===== src/hdl/ovc_pkg.sv =====
// Oven controller package: codes, reset values and controller/datapath types.
// No dependencies; ovc_ctrl, ovc_datapath and oven_controller_fsm import it.
package ovc_pkg;

  localparam int CfgDataW = 16;
  localparam int CfgIdxW  = 3;

  localparam logic [1:0] CMD_KNOB   = 2'd0;
  localparam logic [1:0] CMD_BUTTON = 2'd1;
  localparam logic [1:0] CMD_TICK   = 2'd2;

  localparam logic [1:0] PH_SETUP  = 2'd0;
  localparam logic [1:0] PH_SELECT = 2'd1;
  localparam logic [1:0] PH_COOK   = 2'd2;
  localparam logic [1:0] PH_RESET  = 2'd3;

  localparam logic [1:0] MODE_BAKE  = 2'd0;
  localparam logic [1:0] MODE_BROIL = 2'd1;
  localparam logic [1:0] MODE_TOAST = 2'd2;

  localparam logic [CfgIdxW-1:0] REG_HOLD_LIMIT = 3'd0;
  localparam logic [CfgIdxW-1:0] REG_TPS        = 3'd1;
  localparam logic [CfgIdxW-1:0] REG_TEMP_BASE  = 3'd2;
  localparam logic [CfgIdxW-1:0] REG_BAKE_TEMP  = 3'd3;
  localparam logic [CfgIdxW-1:0] REG_BROIL_TEMP = 3'd4;

  localparam logic [15:0] HOLD_LIMIT_RST = 16'd5;
  localparam logic [7:0]  TPS_RST        = 8'd5;
  localparam logic [9:0]  TEMP_BASE_RST  = 10'd300;
  localparam logic [9:0]  BAKE_TEMP_RST  = 10'd350;
  localparam logic [9:0]  BROIL_TEMP_RST = 10'd500;

  localparam logic [7:0] LEDS_FULL = 8'hFF;
  localparam int         BAR_SHIFT = 3;   // eight bar segments
  localparam logic [3:0] MOD_TOP_BIT = 4'd8;

  typedef struct packed {
    logic latch;
    logic exec;
    logic mod_step;
    logic led_apply;
    logic out_load;
  } ovc_ctl_t;

  typedef struct packed {
    logic need_mod;
    logic mod_last;
    logic out_free;
  } ovc_sts_t;

endpackage


===== src/hdl/ovc_if.sv =====
// Handshake channel interfaces for oven events and oven status beats.
// Depends on nothing.
interface ovc_evt_if;
  logic       valid;
  logic       ready;
  logic [1:0] cmd;
  logic [9:0] knob_value;
  logic       select_pressed;
  logic       select_released;
  logic       start_pressed;
  logic       start_released;
  modport source (output valid, cmd, knob_value, select_pressed, select_released,
                  start_pressed, start_released, input ready);
  modport sink (input valid, cmd, knob_value, select_pressed, select_released,
                start_pressed, start_released, output ready);
endinterface

interface ovc_res_if;
  logic        valid;
  logic        ready;
  logic [1:0]  phase;
  logic [1:0]  cook_mode;
  logic        adjust_temp;
  logic [8:0]  set_time;
  logic [8:0]  remaining;
  logic [10:0] temperature;
  logic [7:0]  led_bar;
  modport source (output valid, phase, cook_mode, adjust_temp, set_time, remaining,
                  temperature, led_bar, input ready);
  modport sink (input valid, phase, cook_mode, adjust_temp, set_time, remaining,
                temperature, led_bar, output ready);
endinterface


===== src/hdl/ovc_ctrl.sv =====
// Oven controller sequencer: accept, execute, bar-segment remainder, deliver.
// Depends on ovc_pkg.
module ovc_ctrl
  import ovc_pkg::*;
(
  input  logic     clk,
  input  logic     rst_n,
  input  logic     in_valid,
  output logic     in_ready,
  input  ovc_sts_t sts,
  output ovc_ctl_t ctl
);

  localparam logic [1:0] S_IDLE = 2'd0;
  localparam logic [1:0] S_EXEC = 2'd1;
  localparam logic [1:0] S_MOD  = 2'd2;
  localparam logic [1:0] S_DONE = 2'd3;

  logic [1:0] state_r, state_nxt;

  assign in_ready = (state_r == S_IDLE);

  always_comb begin
    state_nxt = state_r;
    ctl       = '0;
    case (state_r)
      S_IDLE: begin
        if (in_valid) begin
          ctl.latch = 1'b1;
          state_nxt = S_EXEC;
        end
      end
      S_EXEC: begin
        ctl.exec  = 1'b1;
        state_nxt = S_MOD;
      end
      S_MOD: begin
        if (!sts.need_mod) begin
          state_nxt = S_DONE;
        end else begin
          ctl.mod_step = 1'b1;
          if (sts.mod_last) begin
            ctl.led_apply = 1'b1;
            state_nxt     = S_DONE;
          end
        end
      end
      S_DONE: begin
        if (sts.out_free) begin
          ctl.out_load = 1'b1;
          state_nxt    = S_IDLE;
        end
      end
      default: state_nxt = S_IDLE;
    endcase
  end

  always_ff @(posedge clk) begin
    if (!rst_n) begin
      state_r <= S_IDLE;
    end else begin
      state_r <= state_nxt;
    end
  end

endmodule


===== src/hdl/ovc_datapath.sv =====
// Oven controller datapath: config registers, oven state, remainder unit
// and output register. Depends on ovc_pkg.
module ovc_datapath
  import ovc_pkg::*;
(
  input  logic                clk,
  input  logic                rst_n,
  input  logic                cfg_we,
  input  logic [CfgIdxW-1:0]  cfg_index,
  input  logic [CfgDataW-1:0] cfg_data,
  input  logic [1:0]          in_cmd,
  input  logic [9:0]          in_knob_value,
  input  logic                in_select_pressed,
  input  logic                in_select_released,
  input  logic                in_start_pressed,
  input  logic                in_start_released,
  input  ovc_ctl_t            ctl,
  output ovc_sts_t            sts,
  input  logic                out_ready,
  output logic                out_valid,
  output logic [1:0]          out_phase,
  output logic [1:0]          out_cook_mode,
  output logic                out_adjust_temp,
  output logic [8:0]          out_set_time,
  output logic [8:0]          out_remaining,
  output logic [10:0]         out_temperature,
  output logic [7:0]          out_led_bar
);

  logic [15:0] hold_limit_r;
  logic [7:0]  tps_r;
  logic [9:0]  temp_base_r, bake_temp_r, broil_temp_r;

  logic [1:0] cmd_r;
  logic [9:0] knob_r;
  logic       sdn_r, sup_r, stdn_r, stup_r;

  logic [1:0]  phase_r, phase_nxt;
  logic [1:0]  mode_r, mode_nxt;
  logic        adjust_r, adjust_nxt;
  logic [8:0]  time_r, time_nxt;
  logic [8:0]  remain_r, remain_nxt;
  logic [10:0] temp_r, temp_nxt;
  logic [8:0]  elapsed_r, elapsed_nxt;
  logic [15:0] tick_r, tick_nxt;
  logic [15:0] stamp_r, stamp_nxt;
  logic [7:0]  subtick_r, subtick_nxt;
  logic [7:0]  leds_r, leds_nxt;
  logic        need_mod_r, need_mod_nxt;

  logic [3:0] bit_idx_r;
  logic [5:0] rem_r;
  logic [5:0] div_eff, trial, rem_step;

  logic        out_valid_r;
  logic [1:0]  out_phase_r, out_mode_r;
  logic        out_adjust_r;
  logic [8:0]  out_time_r, out_remain_r;
  logic [10:0] out_temp_r;
  logic [7:0]  out_leds_r;

  logic [15:0] press_len;
  logic        press_is_long;
  logic [7:0]  knob_step;
  logic [7:0]  tps_eff, sub_inc;
  logic [8:0]  elapsed_inc;

  assign press_len     = tick_r - stamp_r;
  assign press_is_long = (press_len >= hold_limit_r);
  assign knob_step     = knob_r[9:2];
  assign tps_eff       = (tps_r == 8'd0) ? 8'd1 : tps_r;
  assign sub_inc       = subtick_r + 8'd1;
  assign elapsed_inc   = elapsed_r + 9'd1;

  // remainder of remaining by max(set_time/8, 1), one dividend bit per step
  assign div_eff  = (time_r[8:BAR_SHIFT] == 6'd0) ? 6'd1 : time_r[8:BAR_SHIFT];
  assign trial    = {rem_r[4:0], remain_r[bit_idx_r]};
  assign rem_step = (trial >= div_eff) ? (trial - div_eff) : trial;

  always_comb begin
    phase_nxt    = phase_r;
    mode_nxt     = mode_r;
    adjust_nxt   = adjust_r;
    time_nxt     = time_r;
    remain_nxt   = remain_r;
    temp_nxt     = temp_r;
    elapsed_nxt  = elapsed_r;
    tick_nxt     = tick_r;
    stamp_nxt    = stamp_r;
    subtick_nxt  = subtick_r;
    leds_nxt     = leds_r;
    need_mod_nxt = need_mod_r;
    if (ctl.exec) begin
      need_mod_nxt = 1'b0;
      case (cmd_r)
        CMD_KNOB: begin
          if (phase_r == PH_SETUP) begin
            case (mode_r)
              MODE_BAKE: begin
                if (adjust_r) begin
                  temp_nxt = {3'b000, knob_step} + {1'b0, temp_base_r};
                end else begin
                  time_nxt = {1'b0, knob_step} + 9'd1;
                end
              end
              MODE_BROIL: begin
                time_nxt = {1'b0, knob_step} + 9'd1;
                temp_nxt = {1'b0, broil_temp_r};
              end
              default: time_nxt = {1'b0, knob_step} + 9'd1;
            endcase
          end
        end
        CMD_BUTTON: begin
          case (phase_r)
            PH_SETUP: begin
              if (sdn_r) begin
                stamp_nxt = tick_r;
                phase_nxt = PH_SELECT;
              end
              if (stdn_r) begin
                leds_nxt   = LEDS_FULL;
                remain_nxt = time_r;
                phase_nxt  = PH_COOK;
              end
            end
            PH_SELECT: begin
              if (sup_r) begin
                if (!press_is_long) begin
                  case (mode_r)
                    MODE_BAKE:  mode_nxt = MODE_BROIL;
                    MODE_BROIL: mode_nxt = MODE_TOAST;
                    default: begin
                      mode_nxt = MODE_BAKE;
                      temp_nxt = {1'b0, bake_temp_r};
                    end
                  endcase
                end else begin
                  adjust_nxt = ~adjust_r;
                end
                phase_nxt = PH_SETUP;
              end
            end
            PH_COOK: begin
              if (stdn_r) begin
                stamp_nxt = tick_r;
                phase_nxt = PH_RESET;
              end
            end
            default: begin
              if (stup_r) begin
                elapsed_nxt = 9'd0;
                if (press_is_long) begin
                  leds_nxt  = 8'd0;
                  phase_nxt = PH_SETUP;
                end else begin
                  leds_nxt   = LEDS_FULL;
                  remain_nxt = time_r;
                  phase_nxt  = PH_COOK;
                end
              end
            end
          endcase
        end
        CMD_TICK: begin
          tick_nxt = tick_r + 16'd1;
          if (sub_inc >= tps_eff) begin
            subtick_nxt = 8'd0;
            if (phase_r == PH_COOK) begin
              if (elapsed_inc >= time_r) begin
                remain_nxt  = time_r;
                elapsed_nxt = 9'd0;
                leds_nxt    = 8'd0;
                phase_nxt   = PH_SETUP;
              end else begin
                elapsed_nxt  = elapsed_inc;
                remain_nxt   = time_r - elapsed_inc;
                need_mod_nxt = 1'b1;
              end
            end
          end else begin
            subtick_nxt = sub_inc;
          end
        end
        default: begin
        end
      endcase
    end
    if (ctl.led_apply && (rem_step == 6'd0)) begin
      leds_nxt = {leds_r[6:0], 1'b0};
    end
  end

  always_ff @(posedge clk) begin
    if (!rst_n) begin
      hold_limit_r <= HOLD_LIMIT_RST;
      tps_r        <= TPS_RST;
      temp_base_r  <= TEMP_BASE_RST;
      bake_temp_r  <= BAKE_TEMP_RST;
      broil_temp_r <= BROIL_TEMP_RST;
    end else if (cfg_we) begin
      case (cfg_index)
        REG_HOLD_LIMIT: hold_limit_r <= cfg_data;
        REG_TPS:        tps_r        <= cfg_data[7:0];
        REG_TEMP_BASE:  temp_base_r  <= cfg_data[9:0];
        REG_BAKE_TEMP:  bake_temp_r  <= cfg_data[9:0];
        REG_BROIL_TEMP: broil_temp_r <= cfg_data[9:0];
        default: begin
        end
      endcase
    end
  end

  always_ff @(posedge clk) begin
    if (ctl.latch) begin
      cmd_r  <= in_cmd;
      knob_r <= in_knob_value;
      sdn_r  <= in_select_pressed;
      sup_r  <= in_select_released;
      stdn_r <= in_start_pressed;
      stup_r <= in_start_released;
    end
  end

  always_ff @(posedge clk) begin
    if (!rst_n) begin
      phase_r    <= PH_SETUP;
      mode_r     <= MODE_BAKE;
      adjust_r   <= 1'b0;
      time_r     <= 9'd1;
      remain_r   <= 9'd0;
      temp_r     <= {1'b0, BAKE_TEMP_RST};
      elapsed_r  <= 9'd0;
      tick_r     <= 16'd0;
      stamp_r    <= 16'd0;
      subtick_r  <= 8'd0;
      leds_r     <= 8'd0;
      need_mod_r <= 1'b0;
    end else begin
      phase_r    <= phase_nxt;
      mode_r     <= mode_nxt;
      adjust_r   <= adjust_nxt;
      time_r     <= time_nxt;
      remain_r   <= remain_nxt;
      temp_r     <= temp_nxt;
      elapsed_r  <= elapsed_nxt;
      tick_r     <= tick_nxt;
      stamp_r    <= stamp_nxt;
      subtick_r  <= subtick_nxt;
      leds_r     <= leds_nxt;
      need_mod_r <= need_mod_nxt;
    end
  end

  always_ff @(posedge clk) begin
    if (ctl.exec) begin
      rem_r     <= 6'd0;
      bit_idx_r <= MOD_TOP_BIT;
    end else if (ctl.mod_step) begin
      rem_r     <= rem_step;
      bit_idx_r <= bit_idx_r - 4'd1;
    end
  end

  always_ff @(posedge clk) begin
    if (!rst_n) begin
      out_valid_r <= 1'b0;
    end else if (ctl.out_load) begin
      out_valid_r <= 1'b1;
    end else if (out_ready) begin
      out_valid_r <= 1'b0;
    end
  end

  always_ff @(posedge clk) begin
    if (ctl.out_load) begin
      out_phase_r  <= phase_r;
      out_mode_r   <= mode_r;
      out_adjust_r <= adjust_r;
      out_time_r   <= time_r;
      out_remain_r <= remain_r;
      out_temp_r   <= temp_r;
      out_leds_r   <= leds_r;
    end
  end

  assign sts.need_mod = need_mod_r;
  assign sts.mod_last = (bit_idx_r == 4'd0);
  assign sts.out_free = !out_valid_r || out_ready;

  assign out_valid       = out_valid_r;
  assign out_phase       = out_phase_r;
  assign out_cook_mode   = out_mode_r;
  assign out_adjust_temp = out_adjust_r;
  assign out_set_time    = out_time_r;
  assign out_remaining   = out_remain_r;
  assign out_temperature = out_temp_r;
  assign out_led_bar     = out_leds_r;

endmodule


===== src/hdl/oven_controller_fsm.sv =====
// Oven controller top level: sequencer plus datapath behind two channels.
// Depends on ovc_pkg, ovc_if, ovc_ctrl and ovc_datapath.
//
//  channel  direction  beat
//  in_ch    sink       one oven event (knob, button edges or fast tick)
//  out_ch   source     oven status after that event
//  cfg_*    write      register index and data, no handshake
//
// An event is latched on accept, executed, then loaded into the result register;
// a second tick while cooking first runs the 9-step bar-segment remainder unit.
// The next event is accepted while a result waits in the output register.
// A stalled out_ch holds the sequencer before its output load.
// Reset is synchronous, active low; no clearing pass.
module oven_controller_fsm
  import ovc_pkg::*;
(
  input  logic                clk,
  input  logic                rst_n,
  input  logic                cfg_we,
  input  logic [CfgIdxW-1:0]  cfg_index,
  input  logic [CfgDataW-1:0] cfg_data,
  ovc_evt_if.sink             in_ch,
  ovc_res_if.source           out_ch
);

  ovc_ctl_t ctl;
  ovc_sts_t sts;
  logic     in_ready;

  assign in_ch.ready = in_ready;

  ovc_ctrl u_ctrl (
    .clk      (clk),
    .rst_n    (rst_n),
    .in_valid (in_ch.valid),
    .in_ready (in_ready),
    .sts      (sts),
    .ctl      (ctl)
  );

  ovc_datapath u_dp (
    .clk                (clk),
    .rst_n              (rst_n),
    .cfg_we             (cfg_we),
    .cfg_index          (cfg_index),
    .cfg_data           (cfg_data),
    .in_cmd             (in_ch.cmd),
    .in_knob_value      (in_ch.knob_value),
    .in_select_pressed  (in_ch.select_pressed),
    .in_select_released (in_ch.select_released),
    .in_start_pressed   (in_ch.start_pressed),
    .in_start_released  (in_ch.start_released),
    .ctl                (ctl),
    .sts                (sts),
    .out_ready          (out_ch.ready),
    .out_valid          (out_ch.valid),
    .out_phase          (out_ch.phase),
    .out_cook_mode      (out_ch.cook_mode),
    .out_adjust_temp    (out_ch.adjust_temp),
    .out_set_time       (out_ch.set_time),
    .out_remaining      (out_ch.remaining),
    .out_temperature    (out_ch.temperature),
    .out_led_bar        (out_ch.led_bar)
  );

`ifndef SYNTHESIS
  a_accept_exec: assert property (@(posedge clk) disable iff (!rst_n)
    (in_ch.valid && in_ch.ready) |=> ctl.exec)
    else $error("accepted beat not executed");
  a_step_busy: assert property (@(posedge clk) disable iff (!rst_n)
    ctl.mod_step |-> !in_ch.ready)
    else $error("input ready during remainder steps");
  a_apply_last: assert property (@(posedge clk) disable iff (!rst_n)
    ctl.led_apply |-> (ctl.mod_step && sts.mod_last))
    else $error("bar shift outside last remainder step");
  a_load_free: assert property (@(posedge clk) disable iff (!rst_n)
    ctl.out_load |=> out_ch.valid)
    else $error("output load lost");
`endif

endmodule

===== src/flat_wrapper.sv =====
// flat-port wrapper written by rule: the top's interface ports become plain ports
module oven_controller_fsm_flat import ovc_pkg::*;
  (clk, rst_n, cfg_we, cfg_index, cfg_data, in_ch_valid, in_ch_cmd, in_ch_knob_value, in_ch_select_pressed, in_ch_select_released, in_ch_start_pressed, in_ch_start_released, in_ch_ready, out_ch_valid, out_ch_phase, out_ch_cook_mode, out_ch_adjust_temp, out_ch_set_time, out_ch_remaining, out_ch_temperature, out_ch_led_bar, out_ch_ready);
  ovc_evt_if in_ch_i ();
  ovc_res_if out_ch_i ();
  input  logic clk;
  input  logic rst_n;
  input  logic cfg_we;
  input  logic [CfgIdxW-1:0] cfg_index;
  input  logic [CfgDataW-1:0] cfg_data;
  input wire logic [$bits(in_ch_i.valid)-1:0] in_ch_valid;
  input wire logic [$bits(in_ch_i.cmd)-1:0] in_ch_cmd;
  input wire logic [$bits(in_ch_i.knob_value)-1:0] in_ch_knob_value;
  input wire logic [$bits(in_ch_i.select_pressed)-1:0] in_ch_select_pressed;
  input wire logic [$bits(in_ch_i.select_released)-1:0] in_ch_select_released;
  input wire logic [$bits(in_ch_i.start_pressed)-1:0] in_ch_start_pressed;
  input wire logic [$bits(in_ch_i.start_released)-1:0] in_ch_start_released;
  output wire logic [$bits(in_ch_i.ready)-1:0] in_ch_ready;
  output wire logic [$bits(out_ch_i.valid)-1:0] out_ch_valid;
  output wire logic [$bits(out_ch_i.phase)-1:0] out_ch_phase;
  output wire logic [$bits(out_ch_i.cook_mode)-1:0] out_ch_cook_mode;
  output wire logic [$bits(out_ch_i.adjust_temp)-1:0] out_ch_adjust_temp;
  output wire logic [$bits(out_ch_i.set_time)-1:0] out_ch_set_time;
  output wire logic [$bits(out_ch_i.remaining)-1:0] out_ch_remaining;
  output wire logic [$bits(out_ch_i.temperature)-1:0] out_ch_temperature;
  output wire logic [$bits(out_ch_i.led_bar)-1:0] out_ch_led_bar;
  input wire logic [$bits(out_ch_i.ready)-1:0] out_ch_ready;
  assign in_ch_i.valid = in_ch_valid;
  assign in_ch_i.cmd = in_ch_cmd;
  assign in_ch_i.knob_value = in_ch_knob_value;
  assign in_ch_i.select_pressed = in_ch_select_pressed;
  assign in_ch_i.select_released = in_ch_select_released;
  assign in_ch_i.start_pressed = in_ch_start_pressed;
  assign in_ch_i.start_released = in_ch_start_released;
  assign in_ch_ready = in_ch_i.ready;
  assign out_ch_valid = out_ch_i.valid;
  assign out_ch_phase = out_ch_i.phase;
  assign out_ch_cook_mode = out_ch_i.cook_mode;
  assign out_ch_adjust_temp = out_ch_i.adjust_temp;
  assign out_ch_set_time = out_ch_i.set_time;
  assign out_ch_remaining = out_ch_i.remaining;
  assign out_ch_temperature = out_ch_i.temperature;
  assign out_ch_led_bar = out_ch_i.led_bar;
  assign out_ch_i.ready = out_ch_ready;
  oven_controller_fsm u_core (.clk(clk), .rst_n(rst_n), .cfg_we(cfg_we), .cfg_index(cfg_index), .cfg_data(cfg_data), .in_ch(in_ch_i), .out_ch(out_ch_i));
endmodule

===== config.mk =====
export PLATFORM = sky130hd
export DESIGN_NAME = oven_controller_fsm_flat
export DESIGN_NICKNAME = d
export VERILOG_FILES = /design/src/hdl/ovc_pkg.sv /design/src/hdl/ovc_if.sv /design/src/hdl/ovc_ctrl.sv /design/src/hdl/ovc_datapath.sv /design/src/hdl/oven_controller_fsm.sv /design/src/flat_wrapper.sv
export SDC_FILE = /design/constraint.sdc
export NUM_CORES = 1
export LEC_CHECK = 0
export BUFFER_PORTS_ARGS = -buffer_cell sky130_fd_sc_hd__buf_2
export CORE_UTILIZATION = 45
export CTS_BUF_LIST = sky130_fd_sc_hd__clkbuf_2 sky130_fd_sc_hd__clkbuf_4 sky130_fd_sc_hd__clkbuf_8
export CTS_CLUSTER_DIAMETER = 60
export DETAILED_ROUTE_END_ITERATION = 12
export PLACE_DENSITY = 0.73
export RECOVER_POWER = 25
export SYNTH_ARGS = -nofsm -noshare
export SYNTH_HDL_FRONTEND = slang
export SYNTH_HIERARCHICAL = 1
export SYNTH_SLANG_ARGS = --single-unit
export TNS_END_PERCENT = 5

===== constraint.sdc =====
create_clock -name clk -period 4.2 [get_ports clk]
set_clock_uncertainty 0.2 [all_clocks]
set_input_delay 0.63 -clock clk [delete_from_list [all_inputs] [get_ports clk]]
set_output_delay 0.63 -clock clk [all_outputs]
set_load 0.05 [all_outputs]

==> results.toml, run 1 <==
[routing]
drt_iter0_drc = 565
drc = 0
wl_per_cell_um = 15.0
viasPerCell = 5.34
drt_wl_total_um = 25300
dr.pass1.iters = 5
ant_nets = 0
vias = 8988

[logic_synthesis]
synth-edff-count = 56
synth_top_area_share_pct = 28.4
avgSynthCellArea_um2 = 9.11
seq_area_frac_synth_pct = 43.5
ys_top_cells_by_area = "dfxtp_1 (28%), edfxtp_1 (15%), ha_1 (8.5%)"
syn_nets = 1342
yosys.area.top_type = "dfxtp_1"
syn-cell-area_um2 = 11100
yosys_warnings = 6
async_reset_ff_share_pct = 0
netlist_top_cells_count = "nand2_1 (186), dfxtp_1 (158), nor2_1 (101), a21oi_1 (86), ha_1 (76)"
synth_cell_types = 82
synth_flop_cell = "dfxtp_1"
ys_ff_latch = 214
synthCells = 1222
yosysMostFrequentCell = "nand2_1"

[global_route]
antenna_found_initial = 0
grt_max_degree = 59
gr-usage-all-layers_pct = 19.8
grt_pass1_wl_um = 41200
gr-total-overflow = 0
grt_pass1_vias = 8590

[sta]
hold_ws_ns = 0.0682
tns_ns = 0
finalCritPeriodShare_pct = 95.6
setup_ws_ns = 0.186
setup_violations = 0
fmax_mhz = 249
rsz0062_at_grt = "true"
worst_pin_slew_ns = 0.987
period_needed_ns = 4.01
slew_violations = 0
finalHoldViolations = 0
slew-limit-headroom_pct = 34.2

[hold_path]
hold_depth = 1
hold_start = "in_ch_cmd[0]"
min_path_type = "in -> reg"
holdPathEnd = "u_core/u_dp/cmd_r[0]"

[placed_design]
numPortBuffers = 81
placement.cell_area_um2 = 12000
gp_congestion = 0.859
place_ws_ns = -0.234
place_hpwl_um = 18000

[clock_network]
numClockSinks = 214
numCtsBuffers = 36
clk_latency_ns = 0.54
cts_tree = "built"
h-tree-depth = 2
clk_pin_slew_ns = 0.06
hold_buffers = 0
root_buffer = "clkbuf_8"
clockBufferDepth = 3

[worst_setup_path]
cp_data_required_time_ns = 4.38
cp-start-kind = "flop"
arrival_ns = 4.20
ff2ff_setup_slack_ns = 0.19
reg2reg_to = "u_core/u_dp/remain_r[2]"
regToRegStartpoint = "u_core/u_dp/tick_r[0]"
r2r_cells = 19
cp_max_fo = 7
critPathCaptureType = "flop"
crit_type = "reg -> reg"

[run]
drv_cap = 0

[floorplan]
core-area_um2 = 24300
die_x_um = 159
num_rows = 57
io-pin-count = 84
dieArea_um2 = 25400
start_util_pct = 45.8
die_h_um = 159

[cells_and_area]
fill_cells = 2228
syn_to_final_growth_pct = 16.0
final_net_count = 1452
stdcell_area_um2 = 12900
antennaDiodeCount = 0
drive_gt1_share_pct = 16.8

[power]
p_per_area_nw_per_um2 = 438
p_leak_nw = 5.10
ir_drop_uv = 298

[outcome]
status = "complete, no violations"
==> report_power, final <==
| part | internal [mW] | leakage (nW) | switching, mW |
|---|---|---|---|
| combinational | 0.513 | 2.91 | 0.816 |
| clock | 1.11 | 0.413 | 0.846 |
| sequential | 2.27 | 1.78 | 0.105 |
==> critical path, cell delays in order (launching register included) <==
cell      delay [ns]
dfxtp_2         0.33
inv_2           0.05
ha_4            0.15
fa_2            0.34
nor2b_2         0.13
o31a_1          0.15
o211ai_1        0.14
a21oi_2         0.17
nor2_1          0.06
or3_1           0.32
o311ai_2        0.08
ha_1            0.31
and4_4          0.20
a221oi_2        0.26
buf_4           0.18
o211ai_1        0.14
buf_4           0.20
o211ai_4        0.14
mux2i_1         0.23
nor2_1          0.06
==> layout by cell type, fill, tap and decap left out, types with 5 or more instances in the layout <==
cell type,synthesis,layout
nor3b_1,7,7
a211oi_1,16,16
xnor2_1,32,32
mux2i_1,49,49
ha_1,76,75
nand3b_1,5,5
nand3_1,52,52
buf_2,6,76
edfxtp_1,56,56
and2_1,6,5
or3_1,5,5
a21o_1,6,6
nand2_1,186,186
and3_1,14,14
nor2_1,101,101
buf_4,4,32
a21oi_1,86,82
dfxtp_1,158,155
nor3_1,6,5
o21ai_1,6,5
o21ai_0,39,39
nor2b_1,10,9
clkbuf_8,0,43
nand4_1,7,7
clkbuf_4,0,12
inv_1,70,69
o21a_1,11,11
a21oi_2,2,6
nand2b_1,17,17
o211ai_1,15,15
o21bai_1,5,5
clkbuf_1,36,8
a31oi_1,15,15
or3b_1,5,5
clkinv_2,0,6
xor2_1,31,31
==> worst max path at each step <==
stage	start	endpoint	cells past startpoint	slack, ns
finish	u_core/u_dp/tick_r[0]	u_core/u_dp/remain_r[2]	19	0.19
global route	u_core/u_dp/stamp_r[2]	u_core/u_dp/remain_r[2]	18	-0.09
CTS	u_core/u_dp/stamp_r[1]	u_core/u_dp/remain_r[3]	16	0.03
detailed placement	u_core/u_dp/tick_r[0]	u_core/u_dp/temp_r[10]	18	-0.23
global placement	u_core/u_dp/tick_r[0]	u_core/u_dp/temp_r[10]	18	-0.13
floorplan	u_core/u_dp/tick_r[0]	u_core/u_dp/temp_r[10]	17	0.06
==> layout make-up <==
type	instances	area [um^2]	share of cell area, %
clock inverters	11	95.1	0.736
repair buffers	119	693	5.37
well taps	324	405	3.14
clock buffers	55	682	5.28
multi-input cells	890	5930	45.9
flip-flops and latches	214	4850	37.5
inverters	71	267	2.06
==> timing repair <==
| item | 4_1_cts | 5_1_grt |
|---|---|---|
| resized for setup | 6 | 17 |
| gates cloned | 0 | 1 |
| endpoints found under the setup margin | 27 | 30 |
| pin swaps | 7 | 10 |
| buffers inserted | 1 | 1 |
==> sequential cells by signal (all words and copies together) (netlist names), 10 cells and up <==
register	flops
u_core/u_dp/bake_temp_r	10
u_core/u_dp/out_temperature	11
u_core/u_dp/hold_limit_r	16
u_core/u_dp/temp_base_r	10
u_core/u_dp/stamp_r	16
u_core/u_dp/broil_temp_r	10
u_core/u_dp/temp_r	11
u_core/u_dp/tick_r	16
==> kinds of logic (layout without fill, tap and decap cells) <==
family	after synthesis	after routing	share of synthesized area, %
compound gates	246	247	14.4
xor+xnor	63	63	4.96
fa+ha+maj	80	80	9.26
buf+inv	119	256	4.21
flops	214	214	43.5
mux	53	53	4.91
simple gates	447	447	18.8
==> metrics by stage <==
step	total power, mW	std cells	utilization [%]
floorplan	3.37	1222	-
global placement	3.68	1615	49.5
detailed placement	3.71	1615	49.5
CTS	5.69	1682	52.8
global route	5.93	1684	53.1
finish	5.66	1684	53.1
==> layer usage <==
metal / routed length (um) / up-vias / part of all wire (%) / track usage [%]
met5: 0 / - / 0 / 0
met4: 656 / 0 / 2.6 / 7.91
met3: 1110 / 49 / 4.4 / 3.80
met2: 12200 / 196 / 48 / 33.7
met1: 11300 / 4221 / 45 / 24.6
li1: - / 4522 / - / -
(Power assumes the default switching activity.)
==> run 2, diff against run 1 <==
Settings changed: ABC_AREA set to 1, CTS_CLUSTER_SIZE set to 8.
==> results.toml, run 2 <==
[clock_network]
numClockSinks = 214
clk_latency_ns = 0.59
cts_setup_buffers = 0
h-tree-depth = 1
cts_tree = "built"
root_buffer = "clkbuf_8"
numCtsBuffers = 30
clk_pin_slew_ns = 0.07
clockBufferDepth = 3

[cells_and_area]
drive_gt1_share_pct = 13.1
syn_to_final_growth_pct = 12.9
multi_input_area_um2 = 5490
seqCellArea_um2 = 4850
biggestRegsByFlops = "u_core/u_dp/hold_limit_r: 16 flops, u_core/u_dp/stamp_r: 16 flops, u_core/u_dp/tick_r: 16 flops"
final_common_cell = "nand2_1"
layout_common_cells = "nand2_1 (231), inv_1 (165), dfxtp_1 (157)"
antennaDiodeCount = 0
final_net_count = 1608
fill_cells = 2282

[sta]
fmax_mhz = 259
hold_ws_ns = 0.0333
slew-limit-headroom_pct = 29.5
tns_ns = 0
finalCritPeriodShare_pct = 91.9
setup_violations = 0
finalHoldViolations = 0
worst_pin_slew_ns = 1.06
slew_violations = 0
period_needed_ns = 3.86
rsz0062_at_grt = "false"

[worst_setup_path]
cp_max_fo = 7
crit_top_cell = "nand2_1"
critPathCaptureType = "flop"
path_buf_inv = 0
crit_slowest_cell = "dfxtp_1"
crit_family = "simple AND/OR/NAND/NOR gates"
arrival_ns = 4.14
slowest_delay_ns = 0.47
cp-start-kind = "flop"
crit_type = "reg -> reg"
cp_data_required_time_ns = 4.48
cp_cell_sequence = "ha_1, a21oi_1, o21ai_1, a21boi_1, o21ai_1, a21oi_1, nor2_1, nor2_1, xnor2_1, ha_1, nand2_1, nand2_1, nand3_1, nand2_1, a21oi_1, nand3_2, nand2_2, nand2_1, nor2_1, nand2_2, nand3_1, nand2_1, nor2_1"

[power]
p_per_area_nw_per_um2 = 527
p_comb_share_pct = 38.5
p_leak_nw = 5.57
switchingPower_mw = 2.58
p_clk_share_pct = 23.9
p_sw_share_pct = 38.8
pwr-share-seq_pct = 37.6
ir_drop_uv = 361
p_int_mw = 4.06

[logic_synthesis]
async_reset_ff_share_pct = 0
avgSynthCellArea_um2 = 8.01
ys_top_cells_by_area = "dfxtp_1 (28%), edfxtp_1 (15%), ha_1 (8.5%)"
yosys.area.top_type = "dfxtp_1"
yosysMostFrequentCell = "nand2_1"
netlist_top_cells_count = "nand2_1 (233), inv_1 (167), dfxtp_1 (158), a21oi_1 (130), nor2_1 (130)"
synth_flop_cell = "dfxtp_1"
syn_nets = 1515
ys_ff_latch = 214
synth-edff-count = 56
synthCells = 1395
seq_area_frac_synth_pct = 43.4
yosys_warnings = 6
synth_top_area_share_pct = 28.3
synth_cell_types = 51
syn-cell-area_um2 = 11200

[floorplan]
num_rows = 57
io-pin-count = 84
die_h_um = 160
core-area_um2 = 24300
start_util_pct = 45.9
dieArea_um2 = 25500
die_x_um = 160

[placed_design]
numPortBuffers = 81
gp_congestion = 0.917
place_hpwl_um = 18800

[routing]
drt_wl_total_um = 25800
ant_nets = 0
vias = 9451
dr.pass1.iters = 5
wl_per_cell_um = 14.1
drc = 0
drt_iter0_drc = 470
viasPerCell = 5.16

[global_route]
grt_max_degree = 110
antenna_found_initial = 0
grt_pass1_wl_um = 42500
grt_pass1_vias = 8830
gr-usage-all-layers_pct = 20.2
gr-total-overflow = 0

[hold_path]
min_path_type = "in -> reg"

[run]
drv_cap = 0

[outcome]
status = "complete, no violations"
==> run 2: cell types whose count changed in the layout (fill, tap and decap cells not counted), sizes merged, moves of 18 or more <==
cell / previous run / this run
nor2: 102 / 136
buf: 111 / 93
nand3: 53 / 78
o21ai: 48 / 114
inv: 73 / 176
xnor2: 32 / 13
nand2: 187 / 246
mux2i: 49 / 0
a21oi: 88 / 131
==> run 2: what timing repair did <==
item                                    in CTS  in global routing
endpoints found under the hold margin       11                  0
endpoints found under the setup margin       0                 32
resized for setup                            0                 11
hold buffers                                11                  0
==> run 2: cell type report <==
type,instances,area share (%)
multi-input combinational,956,43.5
tap,324,3.21
clock buffer,49,4.41
inverter,179,5.36
sequential,214,38.4
clock inverter,1,0.129
timing repair buffer,107,4.95
==> run 2: per-layer routing <==
| metal | routed length (um) | vias up | track usage [%] |
|---|---|---|---|
| met5 | 0 | - | 0 |
| met4 | 658 | 0 | 7.21 |
| met3 | 1390 | 47 | 2.63 |
| met2 | 11800 | 259 | 34.0 |
| met1 | 11900 | 4311 | 26.5 |
| li1 | - | 4834 | - |
==> run 2: worst paths after layout <==
path | start | end | slack, ns | cells after the start
hold reg to reg | u_core/u_dp/remain_r[3] | u_core/u_dp/out_remaining[3] | 0.23 | 0
hold / removal | in_ch_select_released | u_core/u_dp/sup_r | 0.03 | 1
setup / recovery | u_core/u_dp/tick_r[2] | u_core/u_dp/leds_r[7] | 0.34 | 23
setup reg to reg | u_core/u_dp/tick_r[2] | u_core/u_dp/leds_r[7] | 0.34 | 23
==> run 2: power groups by stage <==
stage | sequential [mW] | combinational, mW | clock (mW)
2_1_floorplan | 2.66 | 1.79 | 0
3_3_place_gp | 2.54 | 2.45 | 0
3_5_place_dp | 2.54 | 2.50 | 0
4_1_cts | 2.50 | 2.52 | 1.63
5_1_grt | 2.52 | 2.87 | 1.72
6_report | 2.50 | 2.56 | 1.59
==> run 2: cell families (layout without fill, tap and decap cells) <==
| family | count (synthesis) | in the layout | synth area share (%) |
|---|---|---|---|
| XOR/XNOR | 46 | 46 | 3.61 |
| AO/OA/AOI/OAI | 304 | 304 | 15.2 |
| flip-flops | 214 | 214 | 43.4 |
| AND/OR/NAND/NOR | 526 | 526 | 20.9 |
| buffers and inverters | 225 | 336 | 7.72 |
| adder cells (fa/ha/maj) | 80 | 80 | 9.23 |
==> run 2: worst register-to-register path, cell delays in order (launching register included) <==
cell      delay (ns)
dfxtp_1         0.47
ha_1            0.33
a21oi_1         0.13
o21ai_1         0.14
a21boi_1        0.26
o21ai_1         0.14
a21oi_1         0.14
nor2_1          0.05
nor2_1          0.11
xnor2_1         0.14
ha_1            0.26
nand2_1         0.07
nand2_1         0.05
nand3_1         0.07
nand2_1         0.06
a21oi_1         0.17
nand3_2         0.18
nand2_2         0.14
nand2_1         0.10
nor2_1          0.15
nand2_2         0.13
nand3_1         0.10
nand2_1         0.07
nor2_1          0.14
==> run 2: per-stage QoR <==
stage	worst slack (ns)	util (%)	area, um^2	power (mW)	std cells
2_1_floorplan	0.484	-	11200	4.45	1395
3_3_place_gp	0.175	48.9	11900	4.98	1769
3_5_place_dp	0.0700	48.9	11900	5.04	1769
4_1_cts	0.0431	51.7	12600	6.65	1830
5_1_grt	0.0401	51.9	12600	7.11	1830
6_report	0.341	51.9	12600	6.64	1830
==> run 3, diff against run 2 <==
Settings changed: ABC_AREA 1 to unset.
==> results.toml, run 3 (synthesis results as in run 1) <==
[cells_and_area]
antennaDiodeCount = 0
final_common_cell = "nand2_1"
stdcell_area_um2 = 12800
syn_to_final_growth_pct = 15.0
drive_gt1_share_pct = 16.1
layout_common_cells = "nand2_1 (186), dfxtp_1 (156), nor2_1 (101)"
biggestRegsByFlops = "u_core/u_dp/hold_limit_r: 16 flops, u_core/u_dp/stamp_r: 16 flops, u_core/u_dp/tick_r: 16 flops"
final_net_count = 1449

[routing]
dr.pass1.iters = 5
vias = 8996
ant_nets = 0
wl_per_cell_um = 15.1
drt_wl_total_um = 25300
viasPerCell = 5.38
drc = 0
drt_iter0_drc = 600

[hold_path]
hold_depth = 1
min_path_type = "in -> reg"

[global_route]
gr-total-overflow = 0
grt_pass1_vias = 8562
antenna_found_initial = 0
grt_max_degree = 59
gr-usage-all-layers_pct = 19.8
grt_pass1_wl_um = 41400

[floorplan]
dieArea_um2 = 25400
core-area_um2 = 24300
num_rows = 57
die_h_um = 159
start_util_pct = 45.8
io-pin-count = 84
die_x_um = 159

[worst_setup_path]
crit_type = "reg -> reg"
cp_max_fo = 7
cp_data_required_time_ns = 4.46
cp.depth = 21
path_buf_inv = 5
critPathCaptureType = "flop"
cp_cell_sequence = "inv_2, ha_4, fa_2, nor2b_2, o31a_1, o211ai_1, a21oi_2, nor2_1, or3_1, o311ai_2, ha_1, and4_4, a221oi_2, buf_4, o211ai_1, buf_4, buf_6, a21oi_2, buf_6, a31oi_1, mux2i_1"
ff2ff_setup_slack_ns = 0.12
arrival_ns = 4.34
crit_end = "u_core/u_dp/leds_r[1]"
r2r_cells = 21
reg2reg_to = "u_core/u_dp/leds_r[1]"
cp-start-kind = "flop"
crit_slowest_cell = "or3_1"
startpoint = "u_core/u_dp/tick_r[0]"
crit_family = "compound AO/OA/AOI/OAI gates"
slowest_delay_ns = 0.39
regToRegStartpoint = "u_core/u_dp/tick_r[0]"

[placed_design]
numPortBuffers = 81
place_hpwl_um = 18000
placement.cell_area_um2 = 12000
gp_congestion = 0.859

[clock_network]
clk_latency_ns = 0.54
h-tree-depth = 2
numClockSinks = 214
clockBufferDepth = 3
clk_pin_slew_ns = 0.06
numCtsBuffers = 34
root_buffer = "clkbuf_8"
cts_tree = "built"

[sta]
hold_ws_ns = 0.0617
slew_violations = 0
setup_violations = 0
rsz0062_at_grt = "true"
slew-limit-headroom_pct = 35.3
finalCritPeriodShare_pct = 97.1
fmax_mhz = 245
period_needed_ns = 4.08
worst_pin_slew_ns = 0.970
finalHoldViolations = 0

[power]
p_per_area_nw_per_um2 = 428
ir_drop_uv = 387
p_leak_nw = 5.04

[outcome]
status = "complete, no violations"

[run]
drv_cap = 0
[run 3: changes by cell type in the layout (fill, tap and decap cells not counted), moves of 19 or more]
cell     change
a21oi_1     -49
inv_1       -96
mux2i_1     +49
nand2_1     -45
nand3_1     -21
nor2_1      -29
nor3_1      -19
o21ai_0     -62
xnor2_1     +19
[run 3: how the worst min path moves through the flow]
stage,from,to,slack (ns)
6_report,in_ch_select_released,u_core/u_dp/sup_r,0.06
4_1_cts,in_ch_select_released,u_core/u_dp/sup_r,0.03
2_1_floorplan,u_core/u_dp/temp_r[5],u_core/u_dp/out_temperature[5],0.21
3_5_place_dp,u_core/u_dp/temp_r[7],u_core/u_dp/out_temperature[7],0.22
3_3_place_gp,u_core/u_dp/temp_r[4],u_core/u_dp/out_temperature[4],0.22
5_1_grt,in_ch_select_released,u_core/u_dp/sup_r,0.03
[run 3: final cells by class]
class	count	area, um^2
Inverter	71	267
Fill cell	2243	11500
Timing Repair Buffer	119	692
Tap cell	324	405
Clock inverter	6	75.1
Multi-Input combinational cell	889	5930
Clock buffer	49	593
Sequential cell	214	4850
[run 3: metal layers]
| layer | vias to the layer above | global-route usage (%) | wire length, um | share of wire (%) |
|---|---|---|---|---|
| li1 | 4499 | - | - | - |
| met1 | 4226 | 24.9 | 11200 | 44 |
| met2 | 216 | 34.3 | 12300 | 49 |
| met3 | 55 | 3.26 | 1200 | 4.7 |
| met4 | 0 | 7.39 | 630 | 2.5 |
| met5 | - | 0 | 0 | 0 |
[run 3: report_power, final]
group / switching, mW / total, mW / internal, mW
Clock: 0.819 / 1.80 / 0.977
Sequential: 0.105 / 2.37 / 2.26
Combinational: 0.808 / 1.32 / 0.512
Total: 1.73 / 5.49 / 3.75
[run 3: stage by stage]
step                      worst slack [ns]  util, %  std cells  power [mW]  TNS [ns]
after global placement              -0.132     49.5       1615        3.68    -0.190
after floorplan                     0.0592        -       1222        3.37         0
after CTS                          0.00400     52.3       1671        5.52         0
final                                0.120     52.7       1672        5.49         0
after global routing                -0.130     52.7       1672        5.76     -1.53
after detailed placement            -0.234     49.5       1615        3.71     -1.60
[run 3: repair_timing]
item	4_1_cts	5_1_grt
pin swaps	5	18
hold buffers	0	0
setup endpoints to repair	22	30
gates resized for setup	6	19
setup buffers	1	2
endpoints found under the hold margin	0	0
